[src/rtl/sahm_ram.sv]
// generic simple dual-port synchronous ram (one write port, one read port) with registered read
`timescale 1ns / 1ps
module sahm_ram #(
  parameter int WIDTH = 32,
  parameter int DEPTH = 16
) (
  input  logic                     clk,
  input  logic                     we,
  input  logic [$clog2(DEPTH)-1:0] waddr,
  input  logic [WIDTH-1:0]         wdata,
  input  logic [$clog2(DEPTH)-1:0] raddr,
  output logic [WIDTH-1:0]         rdata
);
  logic [WIDTH-1:0] mem [DEPTH];

  always_ff @(posedge clk) begin
    if (we) begin
      mem[waddr] <= wdata;
    end
    rdata <= mem[raddr];
  end
endmodule
[config.mk]
export PLATFORM = sky130hd
export DESIGN_NAME = sahm_ram
export DESIGN_NICKNAME = d
export VERILOG_FILES = /design/src/rtl/sahm_ram.sv
export SDC_FILE = /design/constraint.sdc
export NUM_CORES = 1
export LEC_CHECK = 0
export BUFFER_PORTS_ARGS = -buffer_cell sky130_fd_sc_hd__clkbuf_2
export CAP_MARGIN = 20
export CELL_PAD_IN_SITES_DETAIL_PLACEMENT = 2
export CELL_PAD_IN_SITES_GLOBAL_PLACEMENT = 2
export CORE_UTILIZATION = 49
export CTS_CLUSTER_SIZE = 20
export DETAILED_ROUTE_END_ITERATION = 12
export PLACE_DENSITY = 0.78
export SLEW_MARGIN = 10
export SYNTH_ARGS = -nofsm -noshare
export SYNTH_HDL_FRONTEND = slang
export SYNTH_SLANG_ARGS = --single-unit
[constraint.sdc]
create_clock -name clk -period 5.29 [get_ports clk]
set_input_delay 1.3225 -clock clk [delete_from_list [all_inputs] [get_ports clk]]
set_output_delay 1.3225 -clock clk [all_outputs]
set_load 0.02 [all_outputs]
==> flow_summary.json, run 1 <==
{
  "fin_skew_ns": 0.0301,
  "fin_crit_sh_pct": 56.0,
  "crit_type": "input pin to flip-flop",
  "p_per_area_mw_per_mm2": 401,
  "path_buf_inv": 2,
  "drive_above_1_share_pct": 32.8,
  "fmax_ghz": 0.338,
  "cts.path.max_buffers": 3,
  "clk_pin_slew_ns": 0.06,
  "ys_ff_latch": 544,
  "cts_max_level": 2,
  "post-route-cell-area_mm2": 0.0228,
  "syn_inst": 838,
  "vias": 9788,
  "ir_drop_mv": 0.301,
  "leakage_nw": 7.35,
  "mostFrequentLayoutCells": "512 x edfxtp_1, 128 x mux4_2, 71 x clkbuf_2, 64 x a22oi_1, 56 x clkbuf_16",
  "status": "finished, final reports clean",
  "ys_warn_count": 0,
  "viasPerCell": 6.41,
  "final_antenna_net_count": 0,
  "postCtsSetupRepairBufs": 0,
  "drc": 0,
  "grt_max_degree": 59,
  "setup_viol": 0,
  "tritoncts": "done",
  "crit_chain": "clkbuf_8 > buf_4 > mux4_2 > a22oi_1 > nand2_1",
  "dpl_cell_area_mm2": 0.0211,
  "ios": 74,
  "period_needed_ns": 2.96,
  "arrival_ns": 3.43,
  "path_max_fanout": 56,
  "maxSlewHeadroom_pct": 22.8,
  "drv_cap": 0,
  "die_h_um": 203,
  "hold_viol": 0,
  "r2r_start": "mem[10][0]$_DFFE_PP_",
  "tightest_slew_ns": 1.16,
  "nets": 997,
  "netlist_area_mm2": 0.0199,
  "holdBufCountCts": 0,
  "antenna_found_initial": 1,
  "clkPwrFrac_pct": 41.4,
  "syn_avg_cell_area_um2": 23.7,
  "cp_data_required_time_ns": 5.75,
  "cts_sinks": 544,
  "io_buffers": 73,
  "cts-buffers-inserted": 55,
  "worst_setup_path_end_kind": "flip-flop",
  "areaGrowthSynthToFinish_pct": 14.9,
  "ff_latch_area_mm2": 0.0160,
  "grt_pass1_wl_um": 81200,
  "final_common_cell": "edfxtp_1",
  "switching_share_pct": 22.6,
  "rsz0062_at_grt": "false",
  "grt_use_total_pct": 28.8,
  "internal_power_mw": 7.08,
  "coreArea_mm2": 0.0398,
  "crit_path_start_kind": "input pin",
  "finalWirelength_um": 57500,
  "critPathSlowestCell": "mux4_2",
  "dpl.hpwl_um": 30900,
  "p_sw_mw": 2.06,
  "seq_power_share_pct": 53.2,
  "crit_family": "buffers and inverters",
  "multi_input_area_mm2": 0.00375,
  "ys_seq_area_share_pct": 80.7,
  "grt_overflow": 0,
  "synth_nets": 880,
  "die_x_um": 203,
  "cp_slowest_stage_delay_ns": 0.58,
  "setup-tns-final_ns": 0,
  "drt_pass1_iterations": 5,
  "wire_per_inst_um": 37.6,
  "critPathLaunch": "raddr[0]",
  "grt_pass1_vias": 10700,
  "place_congestion": 0.690,
  "hp-start": "mem[15][28]$_DFFE_PP_",
  "holdCritPathClass": "flip-flop to flip-flop",
  "ys_types": 18,
  "p_comb_share_pct": 5.3,
  "num-fill-cells": 3228,
  "drt_iter0_markers": 1047,
  "post_cts_resized": 0,
  "worstSkewPairLatency_ns": 0.62,
  "rows": 73,
  "final-max-slew-violation-count": 0,
  "cts-root-buf": "clkbuf_16",
  "start_util_pct": 49.9,
  "die-area_mm2": 0.0413
}
==> flip-flops by register name, summed over array words and instances (netlist names) <==
register	flops
rdata	32
mem	512
==> layer usage <==
layer  up-vias  share of wire, %  global-route usage (%)
met5         -                 0                       0
met1      5458                43                    41.5
met2       438                49                    46.2
met4         0               2.0                    8.14
met3        74               6.4                    4.65
li1       3818                 -                       -
==> worst reg2reg max path, stage by stage (launching register included) <==
cell and delay [ns]:
edfxtp_1 0.38, mux4_2 0.51, a22oi_1 0.42, nand2_1 0.09
==> layout make-up <==
| cell class | instances | area share [%] |
|---|---|---|
| Sequential cell | 544 | 70.2 |
| Multi-Input combinational cell | 251 | 16.4 |
| Clock buffer | 83 | 6.85 |
| Timing Repair Buffer | 103 | 3.02 |
| Tap cell | 525 | 2.88 |
| Clock inverter | 20 | 0.598 |
| Antenna cell | 1 | 0.0110 |
==> cell usage after synthesis (all sizes together) <==
cell type    n  area share [%]
nand3        1           0.025
a22oi       64             2.4
mux4       128              15
or3b         1           0.044
edfxtp     512              77
buf         26            0.80
nand2b       2           0.063
nor2        13            0.25
nand3b       2           0.076
nor3         4            0.10
and2         1           0.032
clkbuf      17            0.32
nor2b        2           0.063
nand2       33            0.62
dfxtp       32             3.2
==> through the flow <==
| stage | hold slack (ns) | cells | total power [mW] | utilization [%] | setup WS, ns |
|---|---|---|---|---|---|
| after floorplan | 0.635 | 838 | 5.20 | - | 0.788 |
| after global placement | 0.652 | 1417 | 5.38 | 52.7 | 1.79 |
| after detailed placement | 0.680 | 1422 | 5.44 | 53.0 | 1.57 |
| after CTS | 0.684 | 1525 | 9.22 | 57.2 | 2.19 |
| after global routing | 0.700 | 1526 | 9.37 | 57.3 | 2.14 |
| final | 0.675 | 1527 | 9.15 | 57.3 | 2.33 |
==> path summary, 6_finish.rpt <==
check / end / slack (ns) / depth (start not counted)
min: rdata[28]$_DFF_P_ / 0.68 / 3
max reg2reg: rdata[0]$_DFF_P_ / 3.75 / 3
max: rdata[0]$_DFF_P_ / 2.33 / 5
min reg2reg: rdata[28]$_DFF_P_ / 0.68 / 3
==> power by group through the flow <==
stage | Combinational [mW] | Clock, mW | Sequential (mW)
2_1_floorplan | 0.231 | 0 | 4.97
3_3_place_gp | 0.443 | 0 | 4.94
3_5_place_dp | 0.484 | 0 | 4.95
6_report | 0.489 | 3.79 | 4.87
4_1_cts | 0.493 | 3.85 | 4.87
5_1_grt | 0.516 | 3.98 | 4.87
==> kinds of logic (layout without fill, tap and decap cells) <==
family / after synthesis / in the layout / share of synthesized area [%]
compound gates: 64 / 64 / 2.42
buf+inv: 43 / 206 / 1.12
flops: 544 / 544 / 80.7
mux: 128 / 128 / 14.5
other cells: 0 / 1 / 0
simple gates: 59 / 59 / 1.27
Note: power is estimated with default switching activity, not from simulation.
==> inputs of run 2 (changes only) <==
--- a/config.mk
+++ b/config.mk
@@ -9,10 +9,10 @@
 export CAP_MARGIN = 20
 export CELL_PAD_IN_SITES_DETAIL_PLACEMENT = 2
 export CELL_PAD_IN_SITES_GLOBAL_PLACEMENT = 2
-export CORE_UTILIZATION = 49
+export CORE_UTILIZATION = 45
 export CTS_CLUSTER_SIZE = 20
 export DETAILED_ROUTE_END_ITERATION = 12
-export PLACE_DENSITY = 0.78
+export PLACE_DENSITY = 0.75
 export SLEW_MARGIN = 10
 export SYNTH_ARGS = -nofsm -noshare
 export SYNTH_HDL_FRONTEND = slang
==> constraint.sdc (replaced) <==
create_clock -name clk -period 2.5 [get_ports clk]
set_input_delay 0.625 -clock clk [delete_from_list [all_inputs] [get_ports clk]]
set_output_delay 0.625 -clock clk [all_outputs]
set_load 0.02 [all_outputs]
==> flow_summary.json, run 2 (same netlist as run 1, synthesis figures left out) <==
{
  "start_util_pct": 45.9,
  "clk_pin_slew_ns": 0.07,
  "period_needed_ns": 1.84,
  "drt_iter0_markers": 961,
  "leakage_nw": 7.52,
  "num-fill-cells": 3564,
  "dpl.hpwl_um": 28400,
  "drt_pass1_iterations": 7,
  "grt_max_degree": 57,
  "crit_type": "flip-flop to primary output",
  "path_max_fanout": 1,
  "path_buf_inv": 1,
  "setup-tns-final_ns": 0,
  "post-place-ws_ns": 0.287,
  "post_cts_resized": 0,
  "grt_pass1_wl_um": 75200,
  "crit_family": "flip-flops",
  "nets": 1000,
  "crit_path_start_kind": "flip-flop",
  "stdcell_count": 1587,
  "rsz0062_at_grt": "false",
  "critPathSlowestCell": "dfxtp_1",
  "largest_reg_flops": 512,
  "final_antenna_net_count": 0,
  "top_regs": "mem (512), rdata (32)",
  "mostFrequentLayoutCells": "512 x edfxtp_1, 128 x mux4_2, 71 x clkbuf_2, 64 x a22oi_1, 57 x clkbuf_16",
  "regMostFlops": "mem",
  "crit_chain": "clkbuf_2",
  "reg2reg_slack_ns": 1.05,
  "maxSlewHeadroom_pct": 65.7,
  "tritoncts": "done",
  "worstSkewPairLatency_ns": 0.60,
  "hold_viol": 0,
  "arrival_ns": 1.21,
  "areaGrowthSynthToFinish_pct": 17.7,
  "finalWirelength_um": 52600,
  "cts-root-buf": "clkbuf_16",
  "die-area_mm2": 0.0450,
  "io_buffers": 73,
  "hp-start": "wdata[12]",
  "cts_sinks": 544,
  "place_congestion": 0.675,
  "num_antenna_cells": 0,
  "p_total_mw": 19.8,
  "grt_pass1_vias": 10400,
  "fin_skew_ns": 0.0198,
  "r2r_start": "mem[1][4]$_DFFE_PP_",
  "p_per_area_mw_per_mm2": 848,
  "die_h_um": 212,
  "cts.path.max_buffers": 3,
  "ir_drop_mv": 0.617,
  "coreArea_mm2": 0.0433,
  "drv_cap": 0,
  "fmax_ghz": 0.544,
  "setup_viol": 0,
  "holdCritPathClass": "input pin to flip-flop",
  "wire_per_inst_um": 33.1,
  "ios": 74,
  "fin_crit_sh_pct": 73.5,
  "worstHoldPathCells": 1,
  "cp_data_required_time_ns": 1.88,
  "tightest_slew_ns": 0.513,
  "cts-buffers-inserted": 55,
  "rows": 76,
  "drive_above_1_share_pct": 33.8,
  "grt_use_total_pct": 24.4,
  "worstReg2RegEnd": "rdata[4]$_DFF_P_",
  "drc": 0,
  "viasPerCell": 5.88,
  "vias": 9330,
  "postCtsSetupRepairBufs": 0,
  "ff2ff_path_depth": 3,
  "die_x_um": 212,
  "cp_slowest_stage_delay_ns": 0.41,
  "grt_overflow": 0,
  "dp_cells": 1485,
  "cts_max_level": 2,
  "holdBufCountCts": 0,
  "final_common_cell": "edfxtp_1",
  "status": "finished, final reports clean",
  "final-max-slew-violation-count": 0,
  "worst_setup_path_end_kind": "primary output",
  "hold_end": "mem[12][12]$_DFFE_PP_",
  "antenna_found_initial": 1,
  "layout_setup_ws_ns": 0.662
}
## run 2: cell count changes in the layout (fill, tap and decap cells not counted), sizes merged
| cell | change |
|---|---|
| clkinvlp | +2 |
| buf | +3 |
| diode | -1 |
| bufinv | +6 |
| clkbuf | -10 |
## run 2: per-stage QoR
step | hold WS, ns | cell area, um2 | util [%]
global route | 0.468 | 23400 | 54.0
global placement | 0.651 | 21500 | 49.7
floorplan | 0.635 | 19900 | -
CTS | 0.423 | 23300 | 54.0
detailed placement | 0.669 | 21500 | 49.7
finish | 0.453 | 23400 | 54.0
## run 2: power by group
part           internal, mW  switching, mW
Clock                  5.03           3.46
Combinational         0.398          0.632
Sequential             10.2         0.0914
## run 2: cell type report
type	instances	area [um2]	share of cell area, %
Clock buffer	73	1540	6.58
Clock inverter	28	320	1.37
Multi-Input combinational cell	251	3770	16.2
Sequential cell	544	16000	68.5
Tap cell	585	732	3.13
Timing Repair Buffer	106	987	4.22
## run 2: per-layer routing
| layer | vias up | track usage, % | part of all wire (%) |
|---|---|---|---|
| met4 | 2 | 7.30 | 2.2 |
| li1 | 3826 | - | - |
| met3 | 84 | 4.09 | 5.5 |
| met2 | 311 | 40.6 | 50 |
| met1 | 5107 | 33.2 | 42 |
| met5 | - | 0 | 0.017 |
## run 2: worst max path at each step
stage | startpoint | cells after the start | end
finish | rdata[20]$_DFF_P_ | 1 | rdata[20]
global route | rdata[17]$_DFF_P_ | 1 | rdata[17]
CTS | rdata[17]$_DFF_P_ | 1 | rdata[17]
detailed placement | raddr[2] | 4 | rdata[15]$_DFF_P_
global placement | waddr[2] | 4 | mem[0][3]$_DFFE_PP_
floorplan | waddr[2] | 2 | mem[1][0]$_DFFE_PP_
==> inputs of run 3 (changes only) <==
==> constraint.sdc (replaced) <==
create_clock -name clk -period 1.6 [get_ports clk]
set_input_delay 0.4 -clock clk [delete_from_list [all_inputs] [get_ports clk]]
set_output_delay 0.4 -clock clk [all_outputs]
set_load 0.02 [all_outputs]
==> flow_summary.json, run 3 (same netlist as run 1, synthesis figures left out) <==
{
  "post_cts_resized": 3,
  "drive_above_1_share_pct": 37.1,
  "crit_path_start_kind": "flip-flop",
  "viasPerCell": 5.87,
  "arrival_ns": 1.17,
  "die_x_um": 212,
  "drt_pass1_iterations": 5,
  "stdcell_count": 1646,
  "drt_iter0_markers": 854,
  "layout_setup_ws_ns": 0.0298,
  "regMostFlops": "mem",
  "io_buffers": 73,
  "rsz0062_at_grt": "false",
  "ff2ff_path_depth": 3,
  "grt_use_total_pct": 26.6,
  "largest_reg_flops": 512,
  "final-max-slew-violation-count": 0,
  "cts.path.max_buffers": 3,
  "crit_family": "flip-flops",
  "worst_setup_path_end_kind": "primary output",
  "top_regs": "mem (512), rdata (32)",
  "clk_pin_slew_ns": 0.06,
  "postCtsSetupRepairBufs": 0,
  "holdBufCountCts": 0,
  "r2r_start": "mem[10][28]$_DFFE_PP_",
  "critPathSlowestCell": "dfxtp_1",
  "hp-start": "wdata[9]",
  "die-area_mm2": 0.0450,
  "cts-buffers-inserted": 56,
  "status": "finished, final reports clean",
  "cts-root-buf": "clkbuf_16",
  "rows": 76,
  "coreArea_mm2": 0.0433,
  "cts_sinks": 544,
  "post-route-cell-area_mm2": 0.0239,
  "finalWirelength_um": 57300,
  "hold_end": "mem[8][9]$_DFFE_PP_",
  "path_max_fanout": 1,
  "mostFrequentLayoutCells": "512 x edfxtp_1, 128 x mux4_2, 70 x clkbuf_2, 64 x a22oi_1, 57 x clkbuf_16",
  "holdCritPathClass": "input pin to flip-flop",
  "grt_max_degree": 33,
  "setup_viol": 0,
  "die_h_um": 212,
  "tritoncts": "done",
  "grt_pass1_vias": 10900,
  "maxSlewHeadroom_pct": 47.9,
  "vias": 9668,
  "worstReg2RegEnd": "rdata[28]$_DFF_P_",
  "dpl_cell_area_mm2": 0.0222,
  "place_congestion": 0.731,
  "hold_viol": 0,
  "tightest_slew_ns": 0.780,
  "ir_drop_mv": 0.918,
  "worstHoldPathCells": 1,
  "period_needed_ns": 1.57,
  "p_per_area_mw_per_mm2": 1270,
  "reg2reg_slack_ns": 0.13,
  "ios": 74,
  "cp_slowest_stage_delay_ns": 0.38,
  "crit_chain": "clkbuf_2",
  "nets": 1063,
  "dp_cells": 1548,
  "cp_data_required_time_ns": 1.20,
  "start_util_pct": 45.9,
  "drv_cap": 0,
  "leakage_nw": 7.83,
  "grt_pass1_wl_um": 81800,
  "holdWs_ns": 0.206,
  "grt_overflow": 0,
  "fmax_ghz": 0.637,
  "areaGrowthSynthToFinish_pct": 20.5,
  "final_common_cell": "edfxtp_1",
  "path_buf_inv": 1,
  "post-place-ws_ns": -0.357,
  "dpl.hpwl_um": 32700,
  "fin_crit_sh_pct": 98.1,
  "final_antenna_net_count": 0,
  "cts_max_level": 2,
  "crit_type": "flip-flop to primary output",
  "worstSkewPairLatency_ns": 0.60,
  "fin_skew_ns": 0.0121,
  "drc": 0,
  "wire_per_inst_um": 34.8,
  "antenna_found_initial": 2
}
run 3: where the power goes:
group          leakage (nW)  internal, mW  switching, mW
sequential             4.90          15.9          0.143
clock                 0.833          7.11           5.49
combinational          2.11         0.744           1.06
run 3: cell type report:
cell class              count  area (um2)
fillers                  3543       19300
flip-flops and latches    544       16000
multi-input cells         251        3790
repair buffers            168        1680
clock buffers              76        1530
well taps                 585         732
clock inverters            21         171
diodes                      1        2.50
run 3: worst max-delay path by stage:
stage	start	endpoint	slack, ns	cells after the start
final	rdata[1]$_DFF_P_	rdata[1]	0.03	1
after global routing	rdata[1]$_DFF_P_	rdata[1]	0.004	1
after global placement	raddr[0]	rdata[1]$_DFF_P_	-0.30	6
after floorplan	waddr[2]	mem[0][0]$_DFFE_PP_	-0.51	2
after CTS	rdata[1]$_DFF_P_	rdata[1]	0.02	1
after detailed placement	raddr[0]	rdata[1]$_DFF_P_	-0.36	6
run 3: layer usage:
layer | track usage (%) | part of all wire (%) | vias up
li1 | - | - | 3946
met1 | 34.3 | 40 | 5357
met2 | 47.7 | 54 | 306
met3 | 4.42 | 4.7 | 57
met4 | 5.20 | 1.3 | 2
met5 | 0 | 0.016 | -
run 3: per-stage QoR:
step	util [%]	TNS, ns	power [mW]
2_1_floorplan	-	-90.81	17.2
3_3_place_gp	51.4	-54.12	18.0
3_5_place_dp	51.4	-71.04	18.2
4_1_cts	55.3	0	30.8
5_1_grt	55.3	0	31.3
6_report	55.3	0	30.5
